$ cat src/hw/rtl/tlcf_pkg.sv
// Shared types, constants and codes of the text line cell formatter.
package tlcf_pkg;

  localparam int MAX_WIDTH   = 126;
  localparam int MIN_WIDTH   = 20;
  localparam int COLUMN_BITS = 16;
  localparam int TAB_MAX     = 256;

  localparam int CELL_BITS   = 7;
  localparam int BYTE_BITS   = 8;
  localparam int SCROLL_BITS = 16;
  localparam int TAB_BITS    = 9;
  localparam int PHASE_BITS  = 8;
  localparam int ENC_BITS    = 2;
  localparam int INDEX_BITS  = 8;
  localparam int CFG_DATA_BITS = 16;

  localparam int VIS_BITS = ((COLUMN_BITS > SCROLL_BITS) ? COLUMN_BITS : SCROLL_BITS) + 2;
  localparam int ADV_BITS = (COLUMN_BITS > TAB_BITS) ? COLUMN_BITS : TAB_BITS;

  localparam int OQ_DEPTH    = 4;
  localparam int OQ_PTR_BITS = $clog2(OQ_DEPTH);
  localparam int OQ_CNT_BITS = $clog2(OQ_DEPTH + 1);

  localparam logic [INDEX_BITS-1:0] CFG_WIDTH    = 8'd0;
  localparam logic [INDEX_BITS-1:0] CFG_SCROLL   = 8'd1;
  localparam logic [INDEX_BITS-1:0] CFG_TAB_SIZE = 8'd2;
  localparam logic [INDEX_BITS-1:0] CFG_ENCODING = 8'd3;

  localparam logic [CELL_BITS-1:0]   WIDTH_RESET    = 7'd70;
  localparam logic [SCROLL_BITS-1:0] SCROLL_RESET   = 16'd0;
  localparam logic [TAB_BITS-1:0]    TAB_SIZE_RESET = 9'd4;
  localparam logic [ENC_BITS-1:0]    ENC_ASCII      = 2'd0;
  localparam logic [ENC_BITS-1:0]    ENC_SJIS       = 2'd1;
  localparam logic [ENC_BITS-1:0]    ENC_EUC        = 2'd2;
  localparam logic [ENC_BITS-1:0]    ENC_EUC_ALT    = 2'd3;

  localparam logic [BYTE_BITS-1:0] BYTE_NUL   = 8'h00;
  localparam logic [BYTE_BITS-1:0] BYTE_LF    = 8'h0a;
  localparam logic [BYTE_BITS-1:0] BYTE_TAB   = 8'h09;
  localparam logic [BYTE_BITS-1:0] BYTE_BLANK = 8'h20;
  localparam logic [BYTE_BITS-1:0] SJIS_LO1   = 8'h81;
  localparam logic [BYTE_BITS-1:0] SJIS_HI1   = 8'h9f;
  localparam logic [BYTE_BITS-1:0] SJIS_LO2   = 8'he0;
  localparam logic [BYTE_BITS-1:0] SJIS_HI2   = 8'hfc;
  localparam logic [BYTE_BITS-1:0] EUC_LO     = 8'ha1;
  localparam logic [BYTE_BITS-1:0] EUC_HI     = 8'hfe;

  typedef enum logic [1:0] {
    ACT_WRITE = 2'd0,
    ACT_RUN   = 2'd1,
    ACT_END   = 2'd2
  } action_t;

  typedef struct packed {
    logic [CELL_BITS-1:0]   width;
    logic [SCROLL_BITS-1:0] scroll;
    logic [TAB_BITS-1:0]    tab_size;
    logic [ENC_BITS-1:0]    encoding;
  } cfg_t;

  typedef struct packed {
    action_t              action;
    logic [CELL_BITS-1:0] column;
    logic [CELL_BITS-1:0] span;
    logic [BYTE_BITS-1:0] byte_value;
    logic [CELL_BITS-1:0] line_length;
    logic                 last;
  } result_t;

  typedef struct packed {
    logic    push0;
    logic    push1;
    result_t r0;
    result_t r1;
  } step_out_t;

endpackage

$ cat src/hw/rtl/tlcf_step.sv
// Line state registers and the per-byte cell write logic.
module tlcf_step (
  input  logic                           clk,
  input  logic                           rst,
  input  tlcf_pkg::cfg_t                 cfg,
  input  logic                           accept,
  input  logic [tlcf_pkg::BYTE_BITS-1:0] text_byte,
  output tlcf_pkg::step_out_t            step_out
);

  localparam int CB = tlcf_pkg::COLUMN_BITS;
  localparam int VB = tlcf_pkg::VIS_BITS;
  localparam int AB = tlcf_pkg::ADV_BITS;
  localparam int TB = tlcf_pkg::TAB_BITS;
  localparam int PB = tlcf_pkg::PHASE_BITS;
  localparam int WB = tlcf_pkg::CELL_BITS;

  logic [CB-1:0] abs_column, abs_column_next;
  logic [PB-1:0] tab_phase, tab_phase_next;
  logic          lead_pending, lead_pending_next;
  logic [tlcf_pkg::BYTE_BITS-1:0] lead_byte, lead_byte_next;

  logic [WB-1:0] w;
  logic [TB-1:0] t;
  logic signed [VB-1:0] x, ws, wm1, newx, lo, hi;
  logic is_end, is_trail, is_tab, is_lead, is_plain;
  logic [TB-1:0] cnt, n, k;
  logic [CB-1:0] room, col_adv;
  logic [PB-1:0] ph1, ph2, tab_ph;
  tlcf_pkg::result_t r0, r1;
  logic push0, push1;

  always_comb begin
    if (cfg.width < WB'(tlcf_pkg::MIN_WIDTH)) w = WB'(tlcf_pkg::MIN_WIDTH);
    else if (cfg.width > WB'(tlcf_pkg::MAX_WIDTH)) w = WB'(tlcf_pkg::MAX_WIDTH);
    else w = cfg.width;
    if (cfg.tab_size == '0) t = TB'(1);
    else if (cfg.tab_size > TB'(tlcf_pkg::TAB_MAX)) t = TB'(tlcf_pkg::TAB_MAX);
    else t = cfg.tab_size;
  end

  assign x   = $signed(VB'(abs_column)) - $signed(VB'(cfg.scroll));
  assign ws  = $signed(VB'(w));
  assign wm1 = ws - $signed(VB'(1));

  always_comb begin
    is_lead = 1'b0;
    if (cfg.encoding == tlcf_pkg::ENC_SJIS) begin
      is_lead = text_byte inside {[tlcf_pkg::SJIS_LO1:tlcf_pkg::SJIS_HI1],
                                  [tlcf_pkg::SJIS_LO2:tlcf_pkg::SJIS_HI2]};
    end else if (cfg.encoding inside {tlcf_pkg::ENC_EUC, tlcf_pkg::ENC_EUC_ALT}) begin
      is_lead = text_byte inside {[tlcf_pkg::EUC_LO:tlcf_pkg::EUC_HI]};
    end
  end

  assign is_end   = (text_byte == tlcf_pkg::BYTE_NUL) ||
                    (text_byte == tlcf_pkg::BYTE_LF && !lead_pending);
  assign is_trail = !is_end && lead_pending;
  assign is_tab   = !is_end && !lead_pending && text_byte == tlcf_pkg::BYTE_TAB;
  assign is_plain = !is_end && !lead_pending && !is_tab && !is_lead;

  assign cnt  = (TB'(tab_phase) >= t) ? TB'(1) : t - TB'(tab_phase);
  assign n    = is_trail ? TB'(2) : (is_tab ? cnt : (is_plain ? TB'(1) : TB'(0)));
  assign room = '1 - abs_column;
  assign k    = (AB'(n) <= AB'(room)) ? n : TB'(room);
  assign col_adv = abs_column + CB'(k);

  assign ph1    = ((TB'(tab_phase) + TB'(1)) >= t) ? '0 : tab_phase + PB'(1);
  assign ph2    = ((TB'(ph1) + TB'(1)) >= t) ? '0 : ph1 + PB'(1);
  assign tab_ph = (k == cnt) ? '0 : PB'(TB'(tab_phase) + k);

  assign newx = $signed(VB'(col_adv)) - $signed(VB'(cfg.scroll));
  assign lo   = x[VB-1] ? '0 : x;
  assign hi   = (newx > ws) ? ws : newx;

  always_comb begin
    r0 = '{action: tlcf_pkg::ACT_WRITE, column: '0, span: '0, byte_value: '0,
           line_length: '0, last: 1'b0};
    r1 = r0;
    push0 = 1'b0;
    push1 = 1'b0;
    abs_column_next   = abs_column;
    tab_phase_next    = tab_phase;
    lead_pending_next = lead_pending;
    lead_byte_next    = lead_byte;
    if (is_end) begin
      push0 = 1'b1;
      r0.action = tlcf_pkg::ACT_END;
      if (x > ws) r0.line_length = w;
      else if (x[VB-1]) r0.line_length = '0;
      else r0.line_length = x[WB-1:0];
      abs_column_next   = '0;
      tab_phase_next    = '0;
      lead_pending_next = 1'b0;
    end else if (is_trail) begin
      r0.span = WB'(1);
      r1.span = WB'(1);
      if (x == '1) begin
        push0 = 1'b1;
        r0.byte_value = tlcf_pkg::BYTE_BLANK;
      end else if (!x[VB-1] && x < wm1) begin
        push0 = 1'b1;
        push1 = 1'b1;
        r0.column     = x[WB-1:0];
        r0.byte_value = lead_byte;
        r1.column     = x[WB-1:0] + WB'(1);
        r1.byte_value = text_byte;
      end else if (x == wm1) begin
        push0 = 1'b1;
        r0.column     = x[WB-1:0];
        r0.byte_value = tlcf_pkg::BYTE_BLANK;
      end
      abs_column_next   = col_adv;
      tab_phase_next    = (k == TB'(2)) ? ph2 : ((k == TB'(1)) ? ph1 : tab_phase);
      lead_pending_next = 1'b0;
    end else if (is_tab) begin
      if (hi > lo) begin
        push0 = 1'b1;
        r0.action     = tlcf_pkg::ACT_RUN;
        r0.column     = lo[WB-1:0];
        r0.span       = WB'(hi - lo);
        r0.byte_value = tlcf_pkg::BYTE_BLANK;
      end
      abs_column_next = col_adv;
      tab_phase_next  = tab_ph;
    end else if (is_lead) begin
      lead_pending_next = 1'b1;
      lead_byte_next    = text_byte;
    end else begin
      if (!x[VB-1] && x < ws) begin
        push0 = 1'b1;
        r0.column     = x[WB-1:0];
        r0.span       = WB'(1);
        r0.byte_value = text_byte;
      end
      abs_column_next = col_adv;
      tab_phase_next  = (k == TB'(1)) ? ph1 : tab_phase;
    end
    r0.last = !push1;
    r1.last = 1'b1;
  end

  always_ff @(posedge clk) begin
    if (rst) begin
      abs_column   <= '0;
      tab_phase    <= '0;
      lead_pending <= 1'b0;
      lead_byte    <= '0;
    end else if (accept) begin
      abs_column   <= abs_column_next;
      tab_phase    <= tab_phase_next;
      lead_pending <= lead_pending_next;
      lead_byte    <= lead_byte_next;
    end
  end

  assign step_out = '{push0: accept && push0, push1: accept && push1, r0: r0, r1: r1};

endmodule

$ cat src/hw/rtl/tlcf_outq.sv
// Result queue: takes up to two results a cycle, hands out one.
module tlcf_outq (
  input  logic                clk,
  input  logic                rst,
  input  tlcf_pkg::step_out_t push,
  output logic                room,
  output logic                m_tvalid,
  input  logic                m_tready,
  output tlcf_pkg::result_t   m_result
);

  localparam int DEPTH = tlcf_pkg::OQ_DEPTH;
  localparam int PW    = tlcf_pkg::OQ_PTR_BITS;
  localparam int CW    = tlcf_pkg::OQ_CNT_BITS;

  tlcf_pkg::result_t entry [DEPTH];
  logic [PW-1:0] wptr, rptr;
  logic [CW-1:0] count;
  logic pop;

  assign m_tvalid = count != '0;
  assign m_result = entry[rptr];
  assign pop      = m_tvalid && m_tready;
  assign room     = count <= CW'(DEPTH - 2);

  always_ff @(posedge clk) begin
    if (push.push0) entry[wptr] <= push.r0;
    if (push.push1) entry[wptr + PW'(1)] <= push.r1;
  end

  always_ff @(posedge clk) begin
    if (rst) begin
      wptr  <= '0;
      rptr  <= '0;
      count <= '0;
    end else begin
      wptr  <= wptr + PW'(push.push0) + PW'(push.push1);
      rptr  <= rptr + PW'(pop);
      count <= count + CW'(push.push0) + CW'(push.push1) - CW'(pop);
    end
  end

`ifndef SYNTHESIS
  a_no_overflow: assert property (@(posedge clk) disable iff (rst)
    push.push1 |-> count <= CW'(DEPTH - 2))
    else $error("result queue overflow on paired write");

  a_pair_order: assert property (@(posedge clk) disable iff (rst)
    push.push1 |-> push.push0 && !push.r0.last && push.r1.last)
    else $error("second result without a first one");

  a_single_last: assert property (@(posedge clk) disable iff (rst)
    push.push0 && !push.push1 |-> push.r0.last)
    else $error("single result not marked last");

  a_count_track: assert property (@(posedge clk) disable iff (rst)
    !$past(rst) |-> count == $past(count) + CW'($past(push.push0)) +
      CW'($past(push.push1)) - CW'($past(pop)))
    else $error("result count out of step");
`endif

endmodule

$ cat src/hw/rtl/text_line_cell_formatter_unit.sv
// Top level of the text line cell formatter.
//
// s_*: one text byte per request in s_tdata[7:0]. 0x0a ends a line, 0x00 ends
// the text. m_*: cell write requests; m_tuser holds the action, m_tlast marks
// the final request caused by one byte. cfg_*: register writes (index 0 width,
// 1 scroll, 2 tab_size, 3 encoding), always ready; write only while idle.
// Throughput: one byte per cycle while s_tready is high. A byte is handled
// in the cycle it is accepted and its requests are registered in the queue.
// A visible double-width pair gives two requests, and the queue's single
// read port hands out one request a cycle while m_tready is high. Lead bytes
// and fully clipped writes give no request; a pair cut by an edge gives one blank.
// A four-entry queue sits between the two sides: s_tready holds high while
// two entries are free, so bytes keep flowing while a request waits on
// m_tready; a longer stall fills the queue and drops s_tready until space
// returns. Reset empties the queue, starts a new line at column zero and
// loads the register defaults (width 70, scroll 0, tab_size 4, ASCII).
module text_line_cell_formatter_unit (
  input  logic        clk,
  input  logic        rst,
  input  logic        s_tvalid,
  output logic        s_tready,
  input  logic [7:0]  s_tdata,   // text_byte[7:0]
  output logic        m_tvalid,
  input  logic        m_tready,
  output logic [31:0] m_tdata,   // column[6:0], span[13:7], byte_value[21:14],
                                 // line_length[28:22], zero[31:29]
  output logic [1:0]  m_tuser,   // action[1:0]
  output logic        m_tlast,
  input  logic        cfg_valid,
  output logic        cfg_ready,
  input  logic [tlcf_pkg::INDEX_BITS-1:0]    cfg_index,
  input  logic [tlcf_pkg::CFG_DATA_BITS-1:0] cfg_data
);

  tlcf_pkg::cfg_t      cfg;
  tlcf_pkg::step_out_t step_out;
  tlcf_pkg::result_t   m_result;
  logic room;
  logic accept;

  assign cfg_ready = 1'b1;
  assign s_tready  = room;
  assign accept    = s_tvalid && s_tready;

  always_ff @(posedge clk) begin
    if (rst) begin
      cfg.width    <= tlcf_pkg::WIDTH_RESET;
      cfg.scroll   <= tlcf_pkg::SCROLL_RESET;
      cfg.tab_size <= tlcf_pkg::TAB_SIZE_RESET;
      cfg.encoding <= tlcf_pkg::ENC_ASCII;
    end else if (cfg_valid && cfg_ready) begin
      case (cfg_index)
        tlcf_pkg::CFG_WIDTH:    cfg.width    <= cfg_data[tlcf_pkg::CELL_BITS-1:0];
        tlcf_pkg::CFG_SCROLL:   cfg.scroll   <= cfg_data[tlcf_pkg::SCROLL_BITS-1:0];
        tlcf_pkg::CFG_TAB_SIZE: cfg.tab_size <= cfg_data[tlcf_pkg::TAB_BITS-1:0];
        tlcf_pkg::CFG_ENCODING: cfg.encoding <= cfg_data[tlcf_pkg::ENC_BITS-1:0];
        default: ;
      endcase
    end
  end

  tlcf_step u_step (
    .clk       (clk),
    .rst       (rst),
    .cfg       (cfg),
    .accept    (accept),
    .text_byte (s_tdata),
    .step_out  (step_out)
  );

  tlcf_outq u_outq (
    .clk      (clk),
    .rst      (rst),
    .push     (step_out),
    .room     (room),
    .m_tvalid (m_tvalid),
    .m_tready (m_tready),
    .m_result (m_result)
  );

  assign m_tdata = {3'b000, m_result.line_length, m_result.byte_value,
                    m_result.span, m_result.column};
  assign m_tuser = m_result.action;
  assign m_tlast = m_result.last;

endmodule
$ cat config.mk
export PLATFORM = sky130hd
export DESIGN_NAME = text_line_cell_formatter_unit
export DESIGN_NICKNAME = d
export VERILOG_FILES = /design/src/hw/rtl/tlcf_pkg.sv /design/src/hw/rtl/tlcf_step.sv /design/src/hw/rtl/tlcf_outq.sv /design/src/hw/rtl/text_line_cell_formatter_unit.sv
export SDC_FILE = /design/constraint.sdc
export NUM_CORES = 1
export LEC_CHECK = 0
export BUFFER_PORTS_ARGS = -buffer_cell sky130_fd_sc_hd__buf_4
export CELL_PAD_IN_SITES_DETAIL_PLACEMENT = 2
export CELL_PAD_IN_SITES_GLOBAL_PLACEMENT = 2
export CORE_MARGIN = 5
export CORE_UTILIZATION = 40
export DETAILED_ROUTE_END_ITERATION = 6
export PLACE_DENSITY_LB_ADDON = 0.1
export SYNTH_ARGS = -nofsm -noshare
export SYNTH_HDL_FRONTEND = slang
export SYNTH_SLANG_ARGS = --single-unit
$ cat constraint.sdc
create_clock -name clk -period 45.3 [get_ports clk]
set_clock_uncertainty 0.15 [all_clocks]
set_input_delay 9.06 -clock clk [delete_from_list [all_inputs] [get_ports clk]]
set_output_delay 9.06 -clock clk [all_outputs]
set_load 0.01 [all_outputs]
Word-level counts from Yosys, hierarchy flattened
Memory sizes are Yosys's and may differ from the RTL's. A register that Yosys moved wholly into a read port is not among the register bits.
Index checks and enable logic that the tools add are counted.
{"block": "word_totals", "register_bits": 74, "latchBits": 0, "mem_bits_rw": 128, "romBits": 0, "input_bits": 37, "output_inout_bits": 38, "word_cells": 177, "mem_count": 1}
{"block": "classes", "addsub": 20, "n_mul": 0, "div": 0, "n_lt_le_gt_ge": 19, "n_eq_ne": 15, "n_shift": 0, "n_mux": 72, "bitwise": 3, "n_reduce_logical": 36}
{"memory": "u_outq.entry", "words": 4, "word_bits": 32, "read_ports": 1, "rd_ports_with_merged_regs": 1, "wr": 2, "line": "tlcf_outq.sv:16", "source": "tlcf_pkg::result_t entry [DEPTH];"}
{"op": "22-bit 2-to-1 mux", "n": 7}
{"op": "8-bit 2-to-1 mux", "n": 13}
{"op": "7-bit 2-to-1 mux", "n": 10}
{"op": "16-bit 2-to-1 mux", "n": 4}
{"op": "9-bit 2-to-1 mux", "n": 6}
{"op": "18-bit by 8-bit > comparator with 1-bit output", "n": 2}
{"op": "16-bit by 16-bit subtractor with 17-bit output", "n": 2}
{"op": "1-bit 2-to-1 mux", "n": 25}
{"op": "8-bit greater-or-equal comparator, second input constant", "n": 3}
{"op": "8-bit <= comparator, second input constant", "n": 3}
{"op": "23-bit 2-to-1 mux", "n": 1}
{"op": "8-bit by 1-bit adder with 9-bit output, second input constant", "n": 2}
{"op": "18-bit equality test", "n": 1}
{"op": "18-bit equality test, second input constant", "n": 1}
{"op": "9-bit greater-or-equal comparator", "n": 2}
{"op": "18-bit > comparator", "n": 1}
{"op": "18-bit < comparator", "n": 1}
{"op": "18-bit by 8-bit < comparator with 1-bit output", "n": 1}
{"op": "18-bit 2-to-1 mux", "n": 1}
{"op": "17-bit 2-to-1 mux", "n": 1}
{"op": "16-bit by 9-bit adder with 16-bit output", "n": 1}
{"op": "8-bit by 1-bit adder with 8-bit output, second input constant", "n": 2}
{"op": "8-bit by 2-bit equality test with 1-bit output, second input constant", "n": 2}
{"op": "8-bit by 4-bit equality test with 1-bit output, second input constant", "n": 2}
{"op": "37 further kinds", "n": 71}

Depth between registers and ports, before layout
{"block": "depth", "ltp_word": 27, "mapped_depth": 66, "depth_no_buf": 62}

Modules after synthesis
A second synthesis with hierarchy kept.
{"block": "unflattened", "hier_cells": 1669, "hier_area_um2": 16318.2}
{"mod": "tlcf_step", "n_inst": 1, "cells_each": 1174, "area_each_um2": 8266.7, "seq_area_each_um2": 660.6}
{"mod": "tlcf_outq", "n_inst": 1, "cells_each": 352, "area_each_um2": 6553.8, "seq_area_each_um2": 3983.8}
{"mod": "text_line_cell_formatter_unit", "n_inst": 1, "cells_each": 143, "area_each_um2": 1497.7, "seq_area_each_um2": 680.7}

Worst setup path after synthesis
Ideal clock, no wire load.
{"block": "synth_timing", "path_kind": "input-to-reg", "startpoint": "input port s_tdata[2]", "endpoint": "register u_outq.count[2]", "setup_time_ps": 128, "arrival_ps": 20450, "t_required_ps": 45022, "slack_ps": 24573, "cell_stages": 53, "path_buffers": 7, "cell_sequence": "clkbuf_1 -> nor4b_1 -> nand3_1 -> or2_2 -> clkbuf_1 -> o31ai_1 -> ha_1 -> nor2b_1 -> o21a_1 -> o31ai_1 -> a211o_1 -> clkbuf_1 -> clkbuf_1 -> mux2_2 -> ha_1 -> a21o_1 -> a21oi_1 -> o21ai_0 -> [17 not listed] -> mux2i_1 -> fa_1 -> a21o_1 -> a21oi_1 -> o21bai_1 -> a21oi_1 -> nor2_1 -> o41a_1 -> o31a_1 -> o21a_1 -> buf_4 -> buf_4 -> xnor2_1 -> ha_1 -> o21bai_1 -> fa_1 -> xor2_1 -> nor2_1"}
{"block": "synth_between", "elab_chain_cells": 27, "word_cells_on_any_way": 47, "cone_classes": "5 x add/sub; 9 x order compare; 2 x eq/ne; 14 x mux; 17 x reduce/logical"}
{"item": "from (decl)", "line": "text_line_cell_formatter_unit.sv:22", "source": "input logic [7:0] s_tdata,"}
{"item": "branches (longest 25 deep; another with 9-bit by 16-bit <= comparator with 1-bit output)"}
{"item": "3-bit by 1-bit adder with 3-bit output *", "line": "tlcf_outq.sv:39", "source": "count <= count + CW'(push.push0) + CW'(push.push1) - CW'(pop);"}
{"item": "3-bit by 1-bit subtractor with 3-bit output *", "line": "tlcf_outq.sv:39"}
{"item": "to (signal assigned)", "line": "tlcf_outq.sv:39"}
{"item": "to (decl)", "line": "tlcf_outq.sv:18", "source": "logic [CW-1:0] count;"}
Mark *: on every way between the ends.
A chain may end at the register's enable or synchronous reset.

==> metrics.cfg <==
[setup_path]
cp_data_required_time_ps=45270
arrival_ps=22890
crit_type=primary input to flop
critPathSlowestCell=a21oi_1
start_kind=primary input
critical_path.max_stage_delay_ps=780
end_kind=flop
crit_fanout=29

[clock_network]
cts_tree=yes
cts_sinks=202
postCtsSetupBuffers=0
worstSkewPairLatency_ps=550
root_buffer=clkbuf_16
ctsResizeCount=0
ctsHoldBuffers=0
clk_pin_slew_ps=50
cts_buffers=25
cts_buffer_depth=3
cts_max_level=1

[synth]
synth_edf_count=64
synth_area_per_cell_um2=9.04
post-synth-top-count-cell=nand2_1
ys.flop_type=dfxtp_1
post-synth-top-area-cell=dfxtp_1
synth_top_area_share_pct=18.6
synthTopCellsByArea=dfxtp_1 (19%), edfxtp_1 (13%), ha_1 (12%), mux4_2 (4.8%), nand2_1 (3.8%)
yosys.cell_types.count=88
synthCells=1645
yosys_warnings=0
synth_area_um2=14900
yosysSeqAreaShare_pct=31.5
async_flop_share_pct=0
ys_top_cells_by_count=nand2_1 (152), ha_1 (142), dfxtp_1 (138), nor2_1 (112), o21ai_0 (104)
synth-seq-cells=202

[drt]
wl_mm=55.1
routed_via_density=6.18
detail_route.first_pass.iterations=5
drt_iter0_drc=603
post_drt_wl_per_cell_um=25.3
drt.antenna.violating_nets=0
vias=13500
drc_errors=0

[die]
die_w_um=203
start_util_pct=40.5
die_area_um2=41100
core.rowCount=70
coreArea_um2=36700
die_h_um=203
ios=75

[power_and_ir_drop]
combPwrFrac_pct=52.6
swShare_pct=42.5
p_seq_share_pct=24.8
internal-power_mw=0.503
ir_drop_v=0.0000260
pwr-share-clk_pct=22.6
switchingPower_mw=0.373
leakagePower_nw=6.81
p_total_mw=0.876
powerDensity_nw_per_um2=52.6

[sta]
fin_crit_ps=22920
rsz0062_at_grt=false
tightest_slew_ps=1090
fin_crit_sh_pct=50.6
fin_ws_ps=22380
fmax_ghz=0.0436
setup_viol=0
slew_headroom_pct=27.1
hold_viol_final=0
fin_tns_setup_ps=0
drv_slew=0

[global_routing]
grt_pass1_wl_mm=86.3
gr-total-overflow=0
use_met2_pct=47.0
antenna_found_initial=1
met1_usage_pct=33.5
grt_max_degree=54
globalRouteMet3Util_pct=3.05
grtUsageTotal_pct=26.4
grt_pass1_vias=14700
grt_busiest_layer=met2

[min_path]
hp-class=flop to flop

[layout]
area_growth_pct=12.0
num_antenna_cells=0
layout-drive-gt1-share_pct=11.6
num-nets-final=1883
fillers=4028

[status]
status=complete, no violations

[place]
portBuffers=70
place_congestion=0.891
place_ws_ps=21920
hpwl_mm=42.7

[job]
drv_cap=0

==> worst max-delay path: cells and delay by family <==
kind	cells	cell delay [ps]
AO/OA/AOI/OAI	25	8130
XOR/XNOR	2	380
adder cells (fa/ha/maj)	7	2180
buffers and inverters	5	1020
multiplexers	1	280
AND/OR/NAND/NOR	10	1800
==> power groups by stage <==
stage               registers (mW)  logic [mW]  clock network [mW]
floorplan                    0.214       0.316                   0
global placement             0.219       0.437                   0
detailed placement           0.221       0.457                   0
CTS                          0.217       0.462               0.202
global route                 0.219       0.502               0.210
finish                       0.217       0.461               0.198
==> flip-flops by register name (all words and copies together) (netlist names) <==
signal	flops
u_outq.entry	128
cfg	34
u_step.abs_column	16
u_step.lead_byte	8
u_step.tab_phase	8
u_outq.count	3
u_outq.rptr	2
u_outq.wptr	2
u_step.lead_pending	1
==> cell families after synthesis <==
| family | share of synthesized area, % |
|---|---|
| xor gates and xnor gates | 4.10 |
| AOI/OAI and AO/OA | 22.5 |
| muxes | 8.11 |
| and+or+nand+nor | 16.4 |
| adders and majority gates | 12.9 |
| other | 0.0505 |
| DFF | 31.5 |
| buffers and inverters | 4.45 |
==> path summary, 6_finish.rpt <==
path	startpoint	to	slack, ps	cells past startpoint
setup / recovery	s_tdata[2]	u_outq.entry[1][8]	22380	50
hold / removal	cfg[17]	cfg[17]	300	2
setup reg to reg	cfg[10]	u_outq.entry[1][8]	29280	54
hold reg to reg	cfg[17]	cfg[17]	300	2
==> area by class of cell <==
type | instances | area, um^2 | area share (%)
clock buffer | 39 | 769 | 4.62
clock inverter | 5 | 40.0 | 0.240
inverter | 95 | 357 | 2.14
multi-input combinational | 1288 | 9580 | 57.5
sequential | 202 | 4690 | 28.1
tap | 468 | 586 | 3.52
timing repair buffer | 85 | 638 | 3.83
==> metrics by stage <==
stage                     cell area [um^2]  utilization (%)  cells  hold slack [ps]
after detailed placement             15800             43.2   2138              294
after global placement               15800             43.2   2138              289
after floorplan                      14900                -   1657              272
after global routing                 16700             45.4   2182              330
final                                16700             45.4   2182              303
after CTS                            16700             45.4   2182              307
==> layout by cell type (no fill, tap or decap), types with 20 or more instances in the layout <==
master	count
a21o_1	38
a21oi_1	93
a32o_1	28
and3_1	20
buf_4	85
clkbuf_16	26
dfxtp_1	137
edfxtp_1	64
ha_1	142
inv_1	92
mux2i_1	35
mux4_2	32
nand2_1	152
nand3_1	47
nand4_1	24
nor2_1	112
nor2b_1	28
nor3_1	28
o21ai_0	104
o2bb2ai_1	31
xnor2_1	44
xor2_1	23
==> layer usage <==
| metal | wire length [um] | up-vias |
|---|---|---|
| li1 | - | 6254 |
| met1 | 23900 | 6818 |
| met2 | 27400 | 305 |
| met3 | 1960 | 100 |
| met4 | 1850 | 0 |
| met5 | 0 | - |
Power figures use the tool's default switching activity.
